### src/design/assert_macros.svh
// Assertion macros shared by the converter RTL.
`ifndef ASSERT_MACROS_SVH
`define ASSERT_MACROS_SVH

// Property checked on every rising clk_i edge outside reset.
`define CPBC_ASSERT(lbl, prop, msg) \
  lbl: assert property (@(posedge clk_i) disable iff (!rst_ni) prop) else $error(msg);

// Condition that must never hold outside reset.
`define CPBC_NEVER(lbl, cond, msg) \
  `CPBC_ASSERT(lbl, !(cond), msg)

`endif

### src/design/cpbc_pkg.sv
// Shared types, constants and helpers of the camera pixel to BGRA converter.
`default_nettype none

package cpbc_pkg;

  localparam int MAX_WIDTH_DEF = 4096;
  localparam int FW_W          = 13;
  localparam int CFG_IDX_W     = 2;
  localparam int QUEUE_DEPTH   = 2;

  localparam logic [FW_W-1:0] FW_RESET = 13'd640;

  localparam logic [CFG_IDX_W-1:0] REG_PIXEL_FORMAT = 2'd0;
  localparam logic [CFG_IDX_W-1:0] REG_FRAME_WIDTH  = 2'd1;

  typedef enum logic [1:0] {
    FMT_RGB32 = 2'd0,
    FMT_RGB24 = 2'd1,
    FMT_YUY2  = 2'd2,
    FMT_UYVY  = 2'd3
  } fmt_e;

  // Width of the signed color arithmetic.
  localparam int SW = 20;

  localparam logic [7:0]          LUMA_OFS   = 8'd16;
  localparam logic signed [SW-1:0] CHROMA_OFS = 20'sd128;
  localparam logic signed [SW-1:0] K_Y        = 20'sd298;
  localparam logic signed [SW-1:0] K_RV       = 20'sd409;
  localparam logic signed [SW-1:0] K_GU       = 20'sd100;
  localparam logic signed [SW-1:0] K_GV       = 20'sd208;
  localparam logic signed [SW-1:0] K_BU       = 20'sd516;
  localparam logic signed [SW-1:0] ROUND      = 20'sd128;
  localparam logic [7:0]          ALPHA_OPAQUE = 8'hFF;

  // One classified group: for RGB, y0/u/v carry blue/green/red.
  typedef struct packed {
    logic       rgb;
    logic       two;
    logic       eor0;
    logic       eor1;
    logic [7:0] y0;
    logic [7:0] y1;
    logic [7:0] u;
    logic [7:0] v;
  } cpbc_entry_t;

  // Scale down by 256 and clamp to 0..255.
  function automatic logic [7:0] clamp_chan(input logic signed [SW-1:0] s);
    logic [7:0] r;
    if (s[SW-1]) begin
      r = '0;
    end else if (|s[SW-2:16]) begin
      r = 8'hFF;
    end else begin
      r = s[15:8];
    end
    return r;
  endfunction

endpackage

`default_nettype wire

### src/design/cpbc_if.sv
// Stream interfaces: camera byte groups in, BGRA pixels out.
`default_nettype none

interface cpbc_in_if;
  logic       valid;
  logic       ready;
  logic [7:0] byte0;
  logic [7:0] byte1;
  logic [7:0] byte2;
  logic [7:0] byte3;

  modport source (output valid, output byte0, output byte1, output byte2, output byte3,
                  input ready);
  modport sink   (input valid, input byte0, input byte1, input byte2, input byte3,
                  output ready);
endinterface

interface cpbc_out_if;
  logic       valid;
  logic       ready;
  logic [7:0] blue;
  logic [7:0] green;
  logic [7:0] red;
  logic [7:0] alpha;
  logic       last_of_item;
  logic       end_of_row;

  modport source (output valid, output blue, output green, output red, output alpha,
                  output last_of_item, output end_of_row, input ready);
  modport sink   (input valid, input blue, input green, input red, input alpha,
                  input last_of_item, input end_of_row, output ready);
endinterface

`default_nettype wire

### src/design/cpbc_queue.sv
// Short queue of classified groups between front and back.
`default_nettype none
`include "assert_macros.svh"

module cpbc_queue
  import cpbc_pkg::*;
(
  input  wire logic        clk_i,
  input  wire logic        rst_ni,
  input  wire logic        push_i,
  input  cpbc_entry_t      push_data_i,
  output logic             full_o,
  input  wire logic        pop_i,
  output logic             valid_o,
  output cpbc_entry_t      head_o
);

  localparam int PW = (QUEUE_DEPTH > 1) ? $clog2(QUEUE_DEPTH) : 1;
  localparam int NW = $clog2(QUEUE_DEPTH + 1);

  cpbc_entry_t       mem_q [QUEUE_DEPTH];
  logic [PW-1:0]     wr_ptr_q, wr_ptr_d, rd_ptr_q, rd_ptr_d;
  logic [NW-1:0]     cnt_q, cnt_d;

  assign full_o  = (cnt_q == NW'(QUEUE_DEPTH));
  assign valid_o = (cnt_q != '0);
  assign head_o  = mem_q[rd_ptr_q];

  always_comb begin
    wr_ptr_d = wr_ptr_q;
    rd_ptr_d = rd_ptr_q;
    cnt_d    = cnt_q;
    if (push_i) begin
      wr_ptr_d = (wr_ptr_q == PW'(QUEUE_DEPTH - 1)) ? '0 : wr_ptr_q + 1'b1;
    end
    if (pop_i) begin
      rd_ptr_d = (rd_ptr_q == PW'(QUEUE_DEPTH - 1)) ? '0 : rd_ptr_q + 1'b1;
    end
    if (push_i && !pop_i) begin
      cnt_d = cnt_q + 1'b1;
    end else if (pop_i && !push_i) begin
      cnt_d = cnt_q - 1'b1;
    end
  end

  always_ff @(posedge clk_i or negedge rst_ni) begin
    if (!rst_ni) begin
      wr_ptr_q <= '0;
      rd_ptr_q <= '0;
      cnt_q    <= '0;
    end else begin
      wr_ptr_q <= wr_ptr_d;
      rd_ptr_q <= rd_ptr_d;
      cnt_q    <= cnt_d;
    end
  end

  always_ff @(posedge clk_i) begin
    if (push_i) begin
      mem_q[wr_ptr_q] <= push_data_i;
    end
  end

  `CPBC_NEVER(a_push_full, push_i && full_o, "push into full queue")
  `CPBC_NEVER(a_pop_empty, pop_i && !valid_o, "pop from empty queue")
  `CPBC_NEVER(a_cnt_range, cnt_q > NW'(QUEUE_DEPTH), "queue count out of range")

endmodule

`default_nettype wire

### src/design/cpbc_front.sv
// Front end: configuration registers, column tracking and group classification.
`default_nettype none

module cpbc_front
  import cpbc_pkg::*;
#(
  parameter int MAX_WIDTH = MAX_WIDTH_DEF
) (
  input  wire logic                 clk_i,
  input  wire logic                 rst_ni,
  input  wire logic                 cfg_we_i,
  input  wire logic [CFG_IDX_W-1:0] cfg_idx_i,
  input  wire logic [FW_W-1:0]      cfg_data_i,
  cpbc_in_if.sink                   src_i,
  input  wire logic                 full_i,
  output logic                      push_o,
  output cpbc_entry_t               entry_o
);

  localparam int CW = $clog2(MAX_WIDTH);
  localparam int NW = $clog2(MAX_WIDTH + 1);
  localparam int WW = (NW > FW_W) ? NW : FW_W;
  localparam int XW = WW + 1;

  fmt_e            fmt_q, fmt_d;
  logic [FW_W-1:0] fw_q, fw_d;
  logic [CW-1:0]   col_q, col_d;

  logic [XW-1:0]   w_eff, col_base, col1, col2, col_nxt;
  logic            two;

  assign src_i.ready = !full_i;
  assign push_o      = src_i.valid && !full_i;

  always_comb begin
    if (fw_q == '0) begin
      w_eff = XW'(1);
    end else if (XW'(fw_q) > XW'(MAX_WIDTH)) begin
      w_eff = XW'(MAX_WIDTH);
    end else begin
      w_eff = XW'(fw_q);
    end
    // restart a column left beyond a narrowed row
    col_base = (XW'(col_q) >= w_eff) ? '0 : XW'(col_q);
    col1     = col_base + XW'(1);
    col2     = col_base + XW'(2);
    two      = col1 < w_eff;
  end

  always_comb begin
    entry_o      = '0;
    entry_o.eor0 = (col1 == w_eff);
    entry_o.eor1 = (col2 == w_eff);
    col_nxt      = '0;
    case (fmt_q)
      FMT_RGB32, FMT_RGB24: begin
        entry_o.rgb = 1'b1;
        entry_o.y0  = src_i.byte0;
        entry_o.u   = src_i.byte1;
        entry_o.v   = src_i.byte2;
        col_nxt     = entry_o.eor0 ? '0 : col1;
      end
      FMT_YUY2: begin
        entry_o.two = two;
        entry_o.y0  = src_i.byte0;
        entry_o.u   = src_i.byte1;
        entry_o.y1  = src_i.byte2;
        entry_o.v   = src_i.byte3;
        col_nxt     = (two && !entry_o.eor1) ? col2 : '0;
      end
      FMT_UYVY: begin
        entry_o.two = two;
        entry_o.u   = src_i.byte0;
        entry_o.y0  = src_i.byte1;
        entry_o.v   = src_i.byte2;
        entry_o.y1  = src_i.byte3;
        col_nxt     = (two && !entry_o.eor1) ? col2 : '0;
      end
      default: begin
        col_nxt = '0;
      end
    endcase
  end

  always_comb begin
    fmt_d = fmt_q;
    fw_d  = fw_q;
    col_d = col_q;
    if (cfg_we_i) begin
      case (cfg_idx_i)
        REG_PIXEL_FORMAT: fmt_d = fmt_e'(cfg_data_i[1:0]);
        REG_FRAME_WIDTH:  fw_d  = cfg_data_i;
        default: begin
          // drop writes to unknown registers
        end
      endcase
    end
    if (push_o) begin
      col_d = col_nxt[CW-1:0];
    end
  end

  always_ff @(posedge clk_i or negedge rst_ni) begin
    if (!rst_ni) begin
      fmt_q <= FMT_YUY2;
      fw_q  <= FW_RESET;
      col_q <= '0;
    end else begin
      fmt_q <= fmt_d;
      fw_q  <= fw_d;
      col_q <= col_d;
    end
  end

endmodule

`default_nettype wire

### src/design/cpbc_back.sv
// Back end: per-pixel color conversion in two stages, the products and the output register.
`default_nettype none
`include "assert_macros.svh"

module cpbc_back
  import cpbc_pkg::*;
(
  input  wire logic     clk_i,
  input  wire logic     rst_ni,
  input  wire logic     head_valid_i,
  input  cpbc_entry_t   head_i,
  output logic          pop_o,
  cpbc_out_if.source    dst_o
);

  logic sel_q, sel_d;
  logic en, issue;

  // stage 1: products
  logic                 s1_valid_q, s1_valid_d;
  logic                 s1_rgb_q, s1_last_q, s1_eor_q;
  logic [7:0]           s1_b_q, s1_g_q, s1_r_q;
  logic signed [SW-1:0] p_y_q, p_rv_q, p_gu_q, p_gv_q, p_bu_q;
  logic signed [SW-1:0] p_y_d, p_rv_d, p_gu_d, p_gv_d, p_bu_d;

  // stage 2: output register
  logic                 s2_valid_q, s2_valid_d;
  logic [7:0]           blue_q, green_q, red_q;
  logic [7:0]           blue_d, green_d, red_d;
  logic                 last_q, eor_q;

  logic [7:0]           y_sel, c_val;
  logic signed [SW-1:0] d_s, e_s;
  logic signed [SW-1:0] sum_r, sum_g, sum_b;

  assign en    = !s2_valid_q || dst_o.ready;
  assign issue = en && head_valid_i;
  // hold the head while its first pixel of two goes out
  assign pop_o = issue && !(head_i.two && !sel_q);
  assign sel_d = issue ? (head_i.two && !sel_q) : sel_q;

  assign s1_valid_d = en ? issue : s1_valid_q;
  assign s2_valid_d = en ? s1_valid_q : s2_valid_q;

  always_comb begin
    y_sel = sel_q ? head_i.y1 : head_i.y0;
    c_val = (y_sel > LUMA_OFS) ? y_sel - LUMA_OFS : '0;
    d_s   = $signed(SW'(head_i.u)) - CHROMA_OFS;
    e_s   = $signed(SW'(head_i.v)) - CHROMA_OFS;
    p_y_d  = $signed(SW'(c_val)) * K_Y;
    p_rv_d = e_s * K_RV;
    p_gu_d = d_s * K_GU;
    p_gv_d = e_s * K_GV;
    p_bu_d = d_s * K_BU;
  end

  always_comb begin
    sum_r = p_y_q + p_rv_q + ROUND;
    sum_g = p_y_q - p_gu_q - p_gv_q + ROUND;
    sum_b = p_y_q + p_bu_q + ROUND;
    if (s1_rgb_q) begin
      blue_d  = s1_b_q;
      green_d = s1_g_q;
      red_d   = s1_r_q;
    end else begin
      blue_d  = clamp_chan(sum_b);
      green_d = clamp_chan(sum_g);
      red_d   = clamp_chan(sum_r);
    end
  end

  always_ff @(posedge clk_i or negedge rst_ni) begin
    if (!rst_ni) begin
      sel_q      <= 1'b0;
      s1_valid_q <= 1'b0;
      s2_valid_q <= 1'b0;
    end else begin
      sel_q      <= sel_d;
      s1_valid_q <= s1_valid_d;
      s2_valid_q <= s2_valid_d;
    end
  end

  always_ff @(posedge clk_i) begin
    if (issue) begin
      s1_rgb_q  <= head_i.rgb;
      s1_last_q <= !head_i.two || sel_q;
      s1_eor_q  <= sel_q ? head_i.eor1 : head_i.eor0;
      s1_b_q    <= head_i.y0;
      s1_g_q    <= head_i.u;
      s1_r_q    <= head_i.v;
      p_y_q     <= p_y_d;
      p_rv_q    <= p_rv_d;
      p_gu_q    <= p_gu_d;
      p_gv_q    <= p_gv_d;
      p_bu_q    <= p_bu_d;
    end
    if (en && s1_valid_q) begin
      blue_q  <= blue_d;
      green_q <= green_d;
      red_q   <= red_d;
      last_q  <= s1_last_q;
      eor_q   <= s1_eor_q;
    end
  end

  assign dst_o.valid        = s2_valid_q;
  assign dst_o.blue         = blue_q;
  assign dst_o.green        = green_q;
  assign dst_o.red          = red_q;
  assign dst_o.alpha        = ALPHA_OPAQUE;
  assign dst_o.last_of_item = last_q;
  assign dst_o.end_of_row   = eor_q;

  `CPBC_ASSERT(a_sel_head, sel_q |-> head_valid_i && head_i.two, "second pixel without pair")
  `CPBC_ASSERT(a_sel_clear, pop_o |=> !sel_q, "pixel select left set after pop")

endmodule

`default_nettype wire

### src/design/camera_pixel_to_bgra_converter.sv
// Camera pixel stream to opaque BGRA converter, top level.
// Takes one byte group per request and gives opaque BGRA pixels. RGB32 and RGB24
// groups give one pixel each and are taken one per cycle while the output is ready.
// YUY2 and UYVY groups give up to two pixels through the integer BT.601 formula; the
// output register emits one pixel per cycle while ready, and a pair holds the queue
// head until both are issued. A two-entry queue separates classification and column
// tracking from the conversion stages; a group goes through it, the product stage and
// the output register, and with no stall a second pixel follows in the next cycle.
// No clearing pass after reset. Write the configuration registers only while idle.
`default_nettype none

module camera_pixel_to_bgra_converter
  import cpbc_pkg::*;
#(
  parameter int MAX_WIDTH = MAX_WIDTH_DEF
) (
  input  wire logic                 clk_i,
  input  wire logic                 rst_ni,
  input  wire logic                 cfg_we_i,
  input  wire logic [CFG_IDX_W-1:0] cfg_idx_i,
  input  wire logic [FW_W-1:0]      cfg_data_i,
  cpbc_in_if.sink                   src_i,
  cpbc_out_if.source                dst_o
);

  logic        push, full, pop, head_valid;
  cpbc_entry_t push_data, head;

  cpbc_front #(
    .MAX_WIDTH(MAX_WIDTH)
  ) u_front (
    .clk_i     (clk_i),
    .rst_ni    (rst_ni),
    .cfg_we_i  (cfg_we_i),
    .cfg_idx_i (cfg_idx_i),
    .cfg_data_i(cfg_data_i),
    .src_i     (src_i),
    .full_i    (full),
    .push_o    (push),
    .entry_o   (push_data)
  );

  cpbc_queue u_queue (
    .clk_i      (clk_i),
    .rst_ni     (rst_ni),
    .push_i     (push),
    .push_data_i(push_data),
    .full_o     (full),
    .pop_i      (pop),
    .valid_o    (head_valid),
    .head_o     (head)
  );

  cpbc_back u_back (
    .clk_i       (clk_i),
    .rst_ni      (rst_ni),
    .head_valid_i(head_valid),
    .head_i      (head),
    .pop_o       (pop),
    .dst_o       (dst_o)
  );

endmodule

`default_nettype wire
### src/flat_wrapper.sv
// flat-port wrapper written by rule: the top's interface ports become plain ports
module camera_pixel_to_bgra_converter_flat import cpbc_pkg::*;
#(
  parameter int MAX_WIDTH = MAX_WIDTH_DEF
)
  (clk_i, rst_ni, cfg_we_i, cfg_idx_i, cfg_data_i, src_i_valid, src_i_byte0, src_i_byte1, src_i_byte2, src_i_byte3, src_i_ready, dst_o_valid, dst_o_blue, dst_o_green, dst_o_red, dst_o_alpha, dst_o_last_of_item, dst_o_end_of_row, dst_o_ready);
  cpbc_in_if src_i_i ();
  cpbc_out_if dst_o_i ();
  input  wire logic clk_i;
  input  wire logic rst_ni;
  input  wire logic cfg_we_i;
  input  wire logic [CFG_IDX_W-1:0] cfg_idx_i;
  input  wire logic [FW_W-1:0] cfg_data_i;
  input wire logic [$bits(src_i_i.valid)-1:0] src_i_valid;
  input wire logic [$bits(src_i_i.byte0)-1:0] src_i_byte0;
  input wire logic [$bits(src_i_i.byte1)-1:0] src_i_byte1;
  input wire logic [$bits(src_i_i.byte2)-1:0] src_i_byte2;
  input wire logic [$bits(src_i_i.byte3)-1:0] src_i_byte3;
  output wire logic [$bits(src_i_i.ready)-1:0] src_i_ready;
  output wire logic [$bits(dst_o_i.valid)-1:0] dst_o_valid;
  output wire logic [$bits(dst_o_i.blue)-1:0] dst_o_blue;
  output wire logic [$bits(dst_o_i.green)-1:0] dst_o_green;
  output wire logic [$bits(dst_o_i.red)-1:0] dst_o_red;
  output wire logic [$bits(dst_o_i.alpha)-1:0] dst_o_alpha;
  output wire logic [$bits(dst_o_i.last_of_item)-1:0] dst_o_last_of_item;
  output wire logic [$bits(dst_o_i.end_of_row)-1:0] dst_o_end_of_row;
  input wire logic [$bits(dst_o_i.ready)-1:0] dst_o_ready;
  assign src_i_i.valid = src_i_valid;
  assign src_i_i.byte0 = src_i_byte0;
  assign src_i_i.byte1 = src_i_byte1;
  assign src_i_i.byte2 = src_i_byte2;
  assign src_i_i.byte3 = src_i_byte3;
  assign src_i_ready = src_i_i.ready;
  assign dst_o_valid = dst_o_i.valid;
  assign dst_o_blue = dst_o_i.blue;
  assign dst_o_green = dst_o_i.green;
  assign dst_o_red = dst_o_i.red;
  assign dst_o_alpha = dst_o_i.alpha;
  assign dst_o_last_of_item = dst_o_i.last_of_item;
  assign dst_o_end_of_row = dst_o_i.end_of_row;
  assign dst_o_i.ready = dst_o_ready;
  camera_pixel_to_bgra_converter #(.MAX_WIDTH(MAX_WIDTH)) u_core (.clk_i(clk_i), .rst_ni(rst_ni), .cfg_we_i(cfg_we_i), .cfg_idx_i(cfg_idx_i), .cfg_data_i(cfg_data_i), .src_i(src_i_i), .dst_o(dst_o_i));
endmodule
### config.mk
export PLATFORM = sky130hd
export DESIGN_NAME = camera_pixel_to_bgra_converter_flat
export DESIGN_NICKNAME = d
export VERILOG_FILES = /design/src/design/cpbc_pkg.sv /design/src/design/cpbc_if.sv /design/src/design/cpbc_queue.sv /design/src/design/cpbc_front.sv /design/src/design/cpbc_back.sv /design/src/design/camera_pixel_to_bgra_converter.sv /design/src/flat_wrapper.sv
export VERILOG_INCLUDE_DIRS = /design/src /design/src/design
export SDC_FILE = /design/constraint.sdc
export NUM_CORES = 1
export LEC_CHECK = 0
export BUFFER_PORTS_ARGS = -buffer_cell sky130_fd_sc_hd__buf_2
export CORE_MARGIN = 3
export CORE_UTILIZATION = 55
export CTS_CLUSTER_SIZE = 30
export DETAILED_ROUTE_END_ITERATION = 8
export PLACE_DENSITY = 0.84
export SYNTH_ARGS = -nofsm -noshare
export SYNTH_HDL_FRONTEND = slang
export SYNTH_HIERARCHICAL = 1
export SYNTH_SLANG_ARGS = --single-unit
export TNS_END_PERCENT = 10
### constraint.sdc
create_clock -name clk_i -period 12.16 [get_ports clk_i]
set_input_delay 1.824 -clock clk_i [delete_from_list [all_inputs] [get_ports clk_i]]
set_output_delay 1.824 -clock clk_i [all_outputs]
set_load 0.02 [all_outputs]
Yosys cells after proc, flatten, opt, wreduce, memory -nomap -nowiden
Memories as Yosys holds them, arrays and structs flattened.
Cells that the tools add are included.
Storage, ports and cells
  register bits: 178
  bits in writable memories: 72
  output and inout bits: 36
  word-level logic and storage cells: 118
  memories kept: 1
Cells by class
  add/sub/neg operators: 16
  $mul: 5
  $lt $le $gt $ge: 4
  eq/ne operators: 7
  multiplexer cells: 29
  reductions and logical operators: 31
Memory list
  u_core.u_queue.mem_q: depth 2, bits a word 36, rd ports 1, clocked after Yosys merged registers in 0, write ports 1, RTL line cpbc_queue.sv:21  | cpbc_entry_t mem_q [QUEUE_DEPTH];
Operators with widths (count)
  $mux 8: 11
  $add 20x9->20 const B: 3
  $pmux 16 s3: 1
  $add 20x20->20: 2
  $sub 20x20->20: 2
  $mux 12: 3
  $pmux 8 s2: 2
  $eq 13x14->1: 2
  $pmux 12 s2: 1
  $mul 9x10->19 const B: 1
  $mul 9x9->18 const B: 1
  $sub 8x8->9 const B: 2
  $mul 8x8->16 const B: 1
  $mul 9x6->15 const B: 1
  $ge 12x14->1: 1
  $lt 13x14->1: 1
  $mul 9x5->14 const B: 1
  $mux 14: 1
  $add 12x1->13 const B: 1
  $add 12x2->13 const B: 1
  $gt 13x13->1 const B: 1
  $logic_not 13->1: 1
  $mux 13: 1
  $reduce_or 3->1: 4
  16 further kinds: 46

Depth between registers and ports, before layout
Gate-level depths: netlist (run 1).
  depth in word-level cells: 11
  depth in mapped cells: 30
  gate-level depth less buffers: 26

Hierarchy
The synthesis (run 1) kept the hierarchy.
Modules (own cells, without submodules)
  cpbc_back: times used 1, cells each 1052, area an instance 11374.7 um^2
  cpbc_front: times used 1, cells each 408, area an instance 3270.6 um^2
  cpbc_queue: times used 1, cells each 128, area an instance 2936.6 um^2

Least setup slack after synthesis (run 1)
OpenSTA, ideal clock, no wires.
  path type: register to register
  start point: register u_core.u_front.fw_q[4]
  end point: register u_core.u_front.col_q[10]
  data arrival time: 5231 ps
  required time: 12077 ps
  path slack: 6845 ps
  cell stages (with the launch flop): 30
  period minus slack after synthesis: 5315 ps
  path through: dfrtp_1 > nor4_1 > a41oi_1 > nor2_1 > ha_1 > nand2b_1 > a21oi_1 > o221ai_1 > a21oi_1 > clkbuf_1 > nand2_1 > inv_1 > ha_1 > buf_2 > and4_1 > nand2_1 > nor2_1 > xnor2_1 > nor2_1 > ha_1 > a21o_1 > a21o_1 > a21o_1 > a21oi_1 > o21ai_0 > a211oi_1 > a21boi_4 > buf_6 > a31oi_1 > o22ai_1
Between the ends
  word-level cells in the longest chain between the ends: 11
  elaborated cells on any way between the ends: 16
  those cells by class: 2 x add/sub; 3 x order compare; 2 x eq/ne; 6 x mux; 3 x reduce/logical
Ends and longest elaborated chain
  start, declared: RTL line cpbc_front.sv:26  | logic [FW_W-1:0] fw_q, fw_d;
  start signal, assigned: RTL line cpbc_front.sv:110  | fw_q <= fw_d;
  $gt 13x13->1: RTL line cpbc_front.sv:38  | end else if (XW'(fw_q) > XW'(MAX_WIDTH)) begin
  $mux 13: RTL line cpbc_front.sv:38
  $mux 14 (*): RTL line cpbc_front.sv:36  | if (fw_q == '0) begin
  parallel branches: the longest is 7 deep, another holds $ge 12x14->1
  $pmux 12 s2 (*): RTL line cpbc_front.sv:55  | case (fmt_q)
  end signal, assigned: RTL line cpbc_front.sv:111  | col_q <= col_d;
  end, declared: RTL line cpbc_front.sv:27  | logic [CW-1:0] col_q, col_d;
Mark *: on every way between the ends.
A chain may end at the register's enable or synchronous reset.

Worst setup path in the final report (run 1)
  start point: register u_core.u_front.fw_q[3]
  end point: register u_core.u_front.col_q[4]
Same word-level chain as after synthesis.

==> results of run 1 <==
[layout make-up]
class | instances | area [µm²] | share of cell area, %
Clock buffer | 32 | 724 | 3.78
Multi-Input combinational cell | 1128 | 9980 | 52.1
Clock inverter | 15 | 131 | 0.686
Timing Repair Buffer | 85 | 440 | 2.30
Inverter | 202 | 759 | 3.96
Tap cell | 396 | 495 | 2.59
Sequential cell | 226 | 6620 | 34.6
[layer usage]
| metal | GRT usage (%) | wire length, µm | part of all wire [%] | vias to the layer above |
|---|---|---|---|---|
| met5 | 0 | 0 | 0 | - |
| met4 | 6.51 | 1160 | 2.9 | 0 |
| met3 | 2.97 | 2840 | 7.1 | 88 |
| met2 | 40.1 | 19100 | 48 | 492 |
| met1 | 32.1 | 17100 | 42 | 5949 |
| li1 | - | - | - | 5851 |
[synthesized netlist by cell type (9+ instances only)]
cell,number
sky130_fd_sc_hd__ha_1,273
sky130_fd_sc_hd__inv_1,199
sky130_fd_sc_hd__edfxtp_1,192
sky130_fd_sc_hd__nor2_1,99
sky130_fd_sc_hd__nand2_1,94
sky130_fd_sc_hd__xnor2_1,67
sky130_fd_sc_hd__a21oi_1,62
sky130_fd_sc_hd__fa_1,49
sky130_fd_sc_hd__mux2_2,39
sky130_fd_sc_hd__o21ai_0,36
sky130_fd_sc_hd__dfrtp_1,31
sky130_fd_sc_hd__mux2_4,30
sky130_fd_sc_hd__nor3_1,30
sky130_fd_sc_hd__nand3_1,26
sky130_fd_sc_hd__xor2_1,22
sky130_fd_sc_hd__a21o_1,21
sky130_fd_sc_hd__mux2i_1,19
sky130_fd_sc_hd__nand2b_1,19
sky130_fd_sc_hd__nor2b_1,18
sky130_fd_sc_hd__o211ai_1,14
sky130_fd_sc_hd__o21a_1,13
sky130_fd_sc_hd__a211oi_1,12
sky130_fd_sc_hd__a31oi_1,12
sky130_fd_sc_hd__buf_2,12
sky130_fd_sc_hd__o21bai_1,11
sky130_fd_sc_hd__o22ai_1,11
sky130_fd_sc_hd__clkbuf_1,9
[worst reg2reg max path: stages, from the launching register on]
cell,delay [ps]
sky130_fd_sc_hd__dfrtp_1,400
sky130_fd_sc_hd__nor4_1,320
sky130_fd_sc_hd__a41oi_1,160
sky130_fd_sc_hd__nor2_1,190
sky130_fd_sc_hd__ha_1,250
sky130_fd_sc_hd__nand2b_1,140
sky130_fd_sc_hd__a21oi_1,140
sky130_fd_sc_hd__o221ai_1,280
sky130_fd_sc_hd__a21oi_1,770
sky130_fd_sc_hd__buf_4,340
sky130_fd_sc_hd__nand2_1,90
sky130_fd_sc_hd__inv_1,100
sky130_fd_sc_hd__ha_1,450
sky130_fd_sc_hd__and4_1,340
sky130_fd_sc_hd__nand2_1,120
sky130_fd_sc_hd__nor2_1,140
sky130_fd_sc_hd__xnor2_1,130
sky130_fd_sc_hd__nor2_1,80
sky130_fd_sc_hd__ha_1,330
sky130_fd_sc_hd__a21o_1,180
sky130_fd_sc_hd__a21o_1,170
sky130_fd_sc_hd__a21o_1,170
sky130_fd_sc_hd__a21oi_1,140
sky130_fd_sc_hd__o21ai_0,90
sky130_fd_sc_hd__a211oi_1,430
sky130_fd_sc_hd__a21boi_4,550
sky130_fd_sc_hd__a32oi_1,200
sky130_fd_sc_hd__o22ai_1,200
[final timing paths]
check                      slack (ps)  cells past startpoint                    start                          endpoint
min in group asynchronous        1370                      1                   rst_ni           u_core/u_front/fw_q[12]
min reg2reg                       420                      0  u_core/u_back/s1_last_q  u_core/u_back/dst_o.last_of_item
min                               420                      0  u_core/u_back/s1_last_q  u_core/u_back/dst_o.last_of_item
max reg2reg                      5170                     27   u_core/u_front/fw_q[3]           u_core/u_front/col_q[4]
max                              5170                     27   u_core/u_front/fw_q[3]           u_core/u_front/col_q[4]
max in group asynchronous       10240                      1                   rst_ni           u_core/u_queue/rd_ptr_q
[sequential cells by signal, summed over array words and instances (netlist names), 8 cells and up]
| register | count |
|---|---|
| u_core/u_back/p_gu_q | 12 |
| u_core/u_back/p_rv_q | 16 |
| u_core/u_back/p_y_q | 16 |
| u_core/u_back/p_bu_q | 11 |
| u_core/u_back/p_gv_q | 12 |
| u_core/u_back/dst_o.red | 8 |
| u_core/u_back/dst_o.green | 8 |
| u_core/u_front/col_q | 12 |
| u_core/u_queue/mem_q | 72 |
| u_core/u_back/dst_o.blue | 8 |
| u_core/u_back/s1_r_q | 8 |
| u_core/u_back/s1_g_q | 8 |
| u_core/u_back/s1_b_q | 8 |
| u_core/u_front/fw_q | 13 |
[per-stage QoR]
step	instances	hold slack (ps)	cell area [µm²]	setup WS, ps
final	2084	420	19200	5170
after global routing	2084	443	19200	4710
after CTS	2084	421	19200	5300
after detailed placement	2037	405	18300	5300
after global placement	2037	404	18300	5510
after floorplan	1595	400	17600	6850
[cells by family (layout without fill, tap and decap cells)]
group                    after synthesis  in the layout  share of synthesized area (%)
AND/OR/NAND/NOR                      357            357                           10.1
adder cells (fa/ha/maj)              322            322                           25.0
AO/OA/AOI/OAI                        263            263                           10.8
buffers and inverters                241            334                           5.76
flip-flops                           226            226                           37.7
XOR/XNOR                              89             89                           4.43
multiplexers                          89             89                           6.27
other                                  1              8                         0.0213
==> results_dict.tcl, run 1 <==
set metrics [dict create \
    std_cell_rows 64 \
    result_of_the_run "finished clean" \
    port-buffer-count 79 \
    clock_path_buffers 3 \
    cp_data_arrival_time_ps 7430 \
    die_height_um 185 \
    synthArstFlopShare_pct 15.0 \
    number_of_post_cts_setup_repair_buffers 0 \
    route.detailed.wl_per_inst_um 19.3 \
    route.detailed.vias_per_inst 5.94 \
    setup_tns_ps 0 \
    antenna_found_initial 0 \
    postSynthRegisterBits 226 \
    width_of_the_die_um 185 \
    numCtsBuffers 26 \
    worst_path_dominant_cell_family "compound AO/OA/AOI/OAI gates" \
    die_area_um2 34100 \
    number_of_resized_instances_in_the_post_cts_repair_step 0 \
    layout_common_cells "sky130_fd_sc_hd__ha_1 (273), sky130_fd_sc_hd__inv_1 (198), sky130_fd_sc_hd__edfxtp_1 (192), sky130_fd_sc_hd__nor2_1 (99), sky130_fd_sc_hd__nand2_1 (94)" \
    synth.yosys.warnings 6 \
    via_count_of_the_first_global_routing_pass 12316 \
    num-fill-cells 2424 \
    number_of_library_cell_types_mapped_by_synthesis 101 \
    ctsHoldBuffers 0 \
    overflow 0 \
    hold_viol_final 0 \
    total_half_perimeter_wirelength_after_legalization_and_detailed_placement_mm 30.9 \
    worst-slew-pin-transition_ps 1120 \
    clock_pin_transition_on_the_worst_setup_and_hold_timing_paths_ps 60 \
    detailroute.via_count 12380 \
    final_period_minus_worst_setup_slack_ps 6990 \
    synth_area_um2 17600 \
    route.antenna.remaining_nets 0 \
    hold_wc_path_type "reg -> reg" \
    worstSetupEndpointType "flip-flop" \
    synth-edff-count 192 \
    syn_inst 1588 \
    cap_violations 0 \
    grt_first_pass_wirelength_mm 64.3 \
    totalWireLength_mm 40.2 \
    syn-mean-instance-area_um2 11.1 \
    tritoncts_clock_tree "yes" \
    crit_fanout 18 \
    final-setup-viol-count 0 \
    yosysSeqAreaShare_pct 37.7 \
    clk_sinks 226 \
    critPathLaunchType "flip-flop" \
    clock-skew-final_ps 11.9 \
    post_route_cells_drive_above_1_share_pct 14.0 \
    slowest_cell_on_the_critical_path "sky130_fd_sc_hd__a21oi_1" \
    drt-initial-drc-count 1102 \
    cts_max_level 1 \
    max_slew_headroom_pct 25.4 \
    period_share_pct 57.5 \
    critPathKind "reg -> reg" \
    timing.final.max_slew_violations 0 \
    fp.coreArea_um2 31100 \
    design.final.nets 2043 \
    n_antenna_cell 0 \
    drt_pre_antenna_iters 8 \
    most_common_cell_after_layout_fill_and_taps_aside "sky130_fd_sc_hd__ha_1" \
    globalRouteTotalUtil_pct 23.6 \
    worst_skew_pair.late_latency_ps 540 \
    post-synth-top-area-cell "sky130_fd_sc_hd__edfxtp_1" \
    initial_core_util_pct 56.6 \
    syn_to_final_growth_pct 8.95 \
    pin_count_of_the_biggest_net_entering_global_routing 76 \
    clock_tree_root_driver_cell "sky130_fd_sc_hd__clkbuf_16" \
    cp.buffers_inverters 2 \
    gp_routability_congestion 0.923 \
    critical_path.max_stage_delay_ps 770 \
    highest_achievable_clock_rate_ghz 0.143 \
    post-synth-top-area-fraction_pct 32.8 \
    critical_path_required_time_ps 12600 \
    number_of_i_o_pins 88 \
    yosys-top-cells-area "sky130_fd_sc_hd__edfxtp_1 (33%), sky130_fd_sc_hd__ha_1 (19%), sky130_fd_sc_hd__fa_1 (5.6%)" \
    setup_repair_after_global_routing_missed_its_margin "false" \
    fin_util_pct 61.7 \
    synth_flop_cell "sky130_fd_sc_hd__edfxtp_1" \
    drc_errors 0 \
]
Power of run 1 is not shown: default switching activity piles up to over one toggle a cycle in this logic, so the estimate is an artifact.
==> run 2, diff against run 1 <==
--- a/config.mk
+++ b/config.mk
@@ -6,12 +6,13 @@
 export SDC_FILE = /design/constraint.sdc
 export NUM_CORES = 1
 export LEC_CHECK = 0
+export ABC_AREA = 1
 export BUFFER_PORTS_ARGS = -buffer_cell sky130_fd_sc_hd__buf_2
 export CORE_MARGIN = 3
 export CORE_UTILIZATION = 55
 export CTS_CLUSTER_SIZE = 30
 export DETAILED_ROUTE_END_ITERATION = 8
-export PLACE_DENSITY = 0.84
+export PLACE_DENSITY = 0.86
 export SYNTH_ARGS = -nofsm -noshare
 export SYNTH_HDL_FRONTEND = slang
 export SYNTH_HIERARCHICAL = 1
==> constraint.sdc (replaced) <==
create_clock -name clk_i -period 6.18 [get_ports clk_i]
set_input_delay 0.927 -clock clk_i [delete_from_list [all_inputs] [get_ports clk_i]]
set_output_delay 0.927 -clock clk_i [all_outputs]
set_load 0.02 [all_outputs]
==> results_dict.tcl, run 2 <==
set metrics [dict create \
    via_count_of_the_first_global_routing_pass 14050 \
    slowest_cell_on_the_critical_path "sky130_fd_sc_hd__dfrtp_2" \
    synth_top_cells_by_count "sky130_fd_sc_hd__nand2_1 (514), sky130_fd_sc_hd__inv_1 (351), sky130_fd_sc_hd__ha_1 (273)" \
    clock-skew-final_ps 22.9 \
    post-synth-top-area-cell "sky130_fd_sc_hd__edfxtp_1" \
    synth.yosys.warnings 6 \
    yosysSeqAreaShare_pct 36.0 \
    final_period_minus_worst_setup_slack_ps 5530 \
    syn_inst 2076 \
    period_share_pct 89.6 \
    cp.buffers_inverters 3 \
    worst_skew_pair.late_latency_ps 540 \
    syn_to_final_growth_pct 9.05 \
    syn-mean-instance-area_um2 8.87 \
    detailroute.via_count 14261 \
    max_slew_headroom_pct 25.6 \
    ctsHoldBuffers 0 \
    tritoncts_clock_tree "yes" \
    clock_tree_root_driver_cell "sky130_fd_sc_hd__clkbuf_16" \
    most_common_cell_after_layout_fill_and_taps_aside "sky130_fd_sc_hd__nand2_1" \
    critical_path_depth 22 \
    drt_pre_antenna_iters 7 \
    setup_tns_ps 0 \
    crit_fanout 13 \
    cap_violations 0 \
    timing.final.max_slew_violations 0 \
    route.antenna.remaining_nets 0 \
    layout_common_cells "sky130_fd_sc_hd__nand2_1 (514), sky130_fd_sc_hd__inv_1 (350), sky130_fd_sc_hd__ha_1 (273), sky130_fd_sc_hd__edfxtp_1 (192), sky130_fd_sc_hd__nor2_1 (129)" \
    critical_path_required_time_ps 6450 \
    synth_flop_cell "sky130_fd_sc_hd__edfxtp_1" \
    critical_path.max_stage_delay_ps 610 \
    std_cell_rows 66 \
    final.hold.worst_slack_ps 426 \
    worst-slew-pin-transition_ps 1110 \
    synth-edff-count 192 \
    synthArstFlopShare_pct 15.0 \
    clock_path_buffers 3 \
    route.detailed.wl_per_inst_um 16.4 \
    initial_core_util_pct 56.1 \
    number_of_i_o_pins 88 \
    globalRouteTotalUtil_pct 23.9 \
    total_half_perimeter_wirelength_after_legalization_and_detailed_placement_mm 34.2 \
    n_antenna_cell 0 \
    die_area_um2 35700 \
    antenna_found_initial 1 \
    fin_util_pct 61.2 \
    hold_wc_path_type "reg -> reg" \
    worstSetupEndpointType "flip-flop" \
    cp_data_arrival_time_ps 5800 \
    drc_errors 0 \
    number_of_library_cell_types_mapped_by_synthesis 57 \
    fp.coreArea_um2 32800 \
    grt_first_pass_wirelength_mm 68.9 \
    result_of_the_run "finished clean" \
    highest_achievable_clock_rate_ghz 0.181 \
    final-setup-viol-count 0 \
    registers.top_by_ff_count "u_core/u_queue/mem_q" \
    design.final.nets 2543 \
    largestRegisters "u_core/u_queue/mem_q (72), u_core/u_back/p_rv_q (16), u_core/u_back/p_y_q (16)" \
    setup_repair_after_global_routing_missed_its_margin "false" \
    yosys-top-cells-area "sky130_fd_sc_hd__edfxtp_1 (31%), sky130_fd_sc_hd__ha_1 (19%), sky130_fd_sc_hd__nand2_1 (10%)" \
    width_of_the_die_um 189 \
    clock_pin_transition_on_the_worst_setup_and_hold_timing_paths_ps 60 \
    critPathKind "reg -> reg" \
    critical_path.most_common_cell "sky130_fd_sc_hd__ha_1" \
    reg2reg_depth 22 \
    route.detailed.vias_per_inst 5.42 \
    number_of_post_cts_setup_repair_buffers 0 \
    worst_path_dominant_cell_family "adder cells" \
    die_height_um 189 \
    port-buffer-count 79 \
    cts_max_level 1 \
    worstHoldPathCells 0 \
    most_used_standard_cell_by_instance_count_after_synthesis "sky130_fd_sc_hd__nand2_1" \
    postSynthRegisterBits 226 \
    synth_area_um2 18400 \
    post-synth-top-area-fraction_pct 31.3 \
    pin_count_of_the_biggest_net_entering_global_routing 73 \
    worstPathCellList "mux2_2 > or2_0 > o21ai_0 > inv_2 > ha_1 > nand3_1 > nor3_2 > nand4_1 > nand2_2 > nor2_1 > ha_1 > ha_1 > inv_1 > fa_1 > fa_1 > inv_1 > ha_1 > a21oi_1 > o21ai_0 > a21oi_1 > o21ai_0 > xor2_1" \
    clk_sinks 226 \
    largest_reg_flops 72 \
    drt-initial-drc-count 1063 \
    totalWireLength_mm 43.2 \
    numCtsBuffers 26 \
    post_route_cells_drive_above_1_share_pct 10.3 \
    hold_viol_final 0 \
    number_of_resized_instances_in_the_post_cts_repair_step 0 \
    overflow 0 \
    gp_routability_congestion 0.944 \
    critPathLaunchType "flip-flop" \
]
run 2: cell count changes in the layout (fill, tap and decap cells not counted), moves of 30 or more:
cell / delta
sky130_fd_sc_hd__a21oi_1: +42
sky130_fd_sc_hd__inv_1: +152
sky130_fd_sc_hd__nand2_1: +420
sky130_fd_sc_hd__nand3_1: +60
sky130_fd_sc_hd__nor2_1: +30
sky130_fd_sc_hd__o21ai_0: +36
sky130_fd_sc_hd__xnor2_1: -44
run 2: final timing paths:
kind                                               from                               end  slack, ps
min in group asynchronous                        rst_ni         u_core/u_back/dst_o.valid        510
worst min-delay path            u_core/u_back/s1_last_q  u_core/u_back/dst_o.last_of_item        430
worst max-delay path            u_core/u_queue/rd_ptr_q           u_core/u_back/p_y_q[12]        650
worst max register to register  u_core/u_queue/rd_ptr_q           u_core/u_back/p_y_q[12]        650
worst min register to register  u_core/u_back/s1_last_q  u_core/u_back/dst_o.last_of_item        430
max in group asynchronous                        rst_ni           u_core/u_queue/rd_ptr_q       5080
run 2: cells by family after synthesis:
family / synth area share [%]
simple gates: 18.9
buf+inv: 8.51
fa+ha+maj: 23.9
flops: 36.0
compound gates: 6.08
xor+xnor: 3.41
mux: 3.27
other cells: 0.0204
run 2: metal layers:
metal  vias to the layer above  wire length, µm  global-route usage, %
li1                       6989                -                      -
met1                      6650            18000                   29.6
met2                       500            20800                   41.7
met3                       120             2310                   2.81
met4                         2             2170                   11.3
met5                         -                7                      0
run 2: final cells by class:
cell class	count	area, µm²
Fill cell	2676	12700
Clock buffer	32	704
Multi-Input combinational cell	1469	10300
Timing Repair Buffer	85	440
Sequential cell	226	6620
Tap cell	442	553
Inverter	361	1360
Clock inverter	16	133
run 2: worst register-to-register path: stages, from the launching register on:
cell                      delay, ps
sky130_fd_sc_hd__dfrtp_2        610
sky130_fd_sc_hd__mux2_2         390
sky130_fd_sc_hd__or2_0          210
sky130_fd_sc_hd__o21ai_0        200
sky130_fd_sc_hd__inv_2          140
sky130_fd_sc_hd__ha_1           220
sky130_fd_sc_hd__nand3_1        110
sky130_fd_sc_hd__nor3_2          60
sky130_fd_sc_hd__nand4_1         80
sky130_fd_sc_hd__nand2_2        110
sky130_fd_sc_hd__nor2_1         360
sky130_fd_sc_hd__ha_1           320
sky130_fd_sc_hd__ha_1           170
sky130_fd_sc_hd__inv_1           70
sky130_fd_sc_hd__fa_1           440
sky130_fd_sc_hd__fa_1           560
sky130_fd_sc_hd__inv_1           40
sky130_fd_sc_hd__ha_1           340
sky130_fd_sc_hd__a21oi_1        160
sky130_fd_sc_hd__o21ai_0        150
sky130_fd_sc_hd__a21oi_1        230
sky130_fd_sc_hd__o21ai_0        130
sky130_fd_sc_hd__xor2_1         150
run 2: per-stage QoR:
stage / cell area [µm²] / worst slack, ps / cells
after CTS: 20100 / 444 / 2631
after global placement: 19200 / 703 / 2583
after detailed placement: 19200 / 461 / 2583
after floorplan: 18400 / 1370 / 2083
final: 20100 / 646 / 2631
after global routing: 20100 / 113 / 2631
Power of run 2 is left out for the same reason.
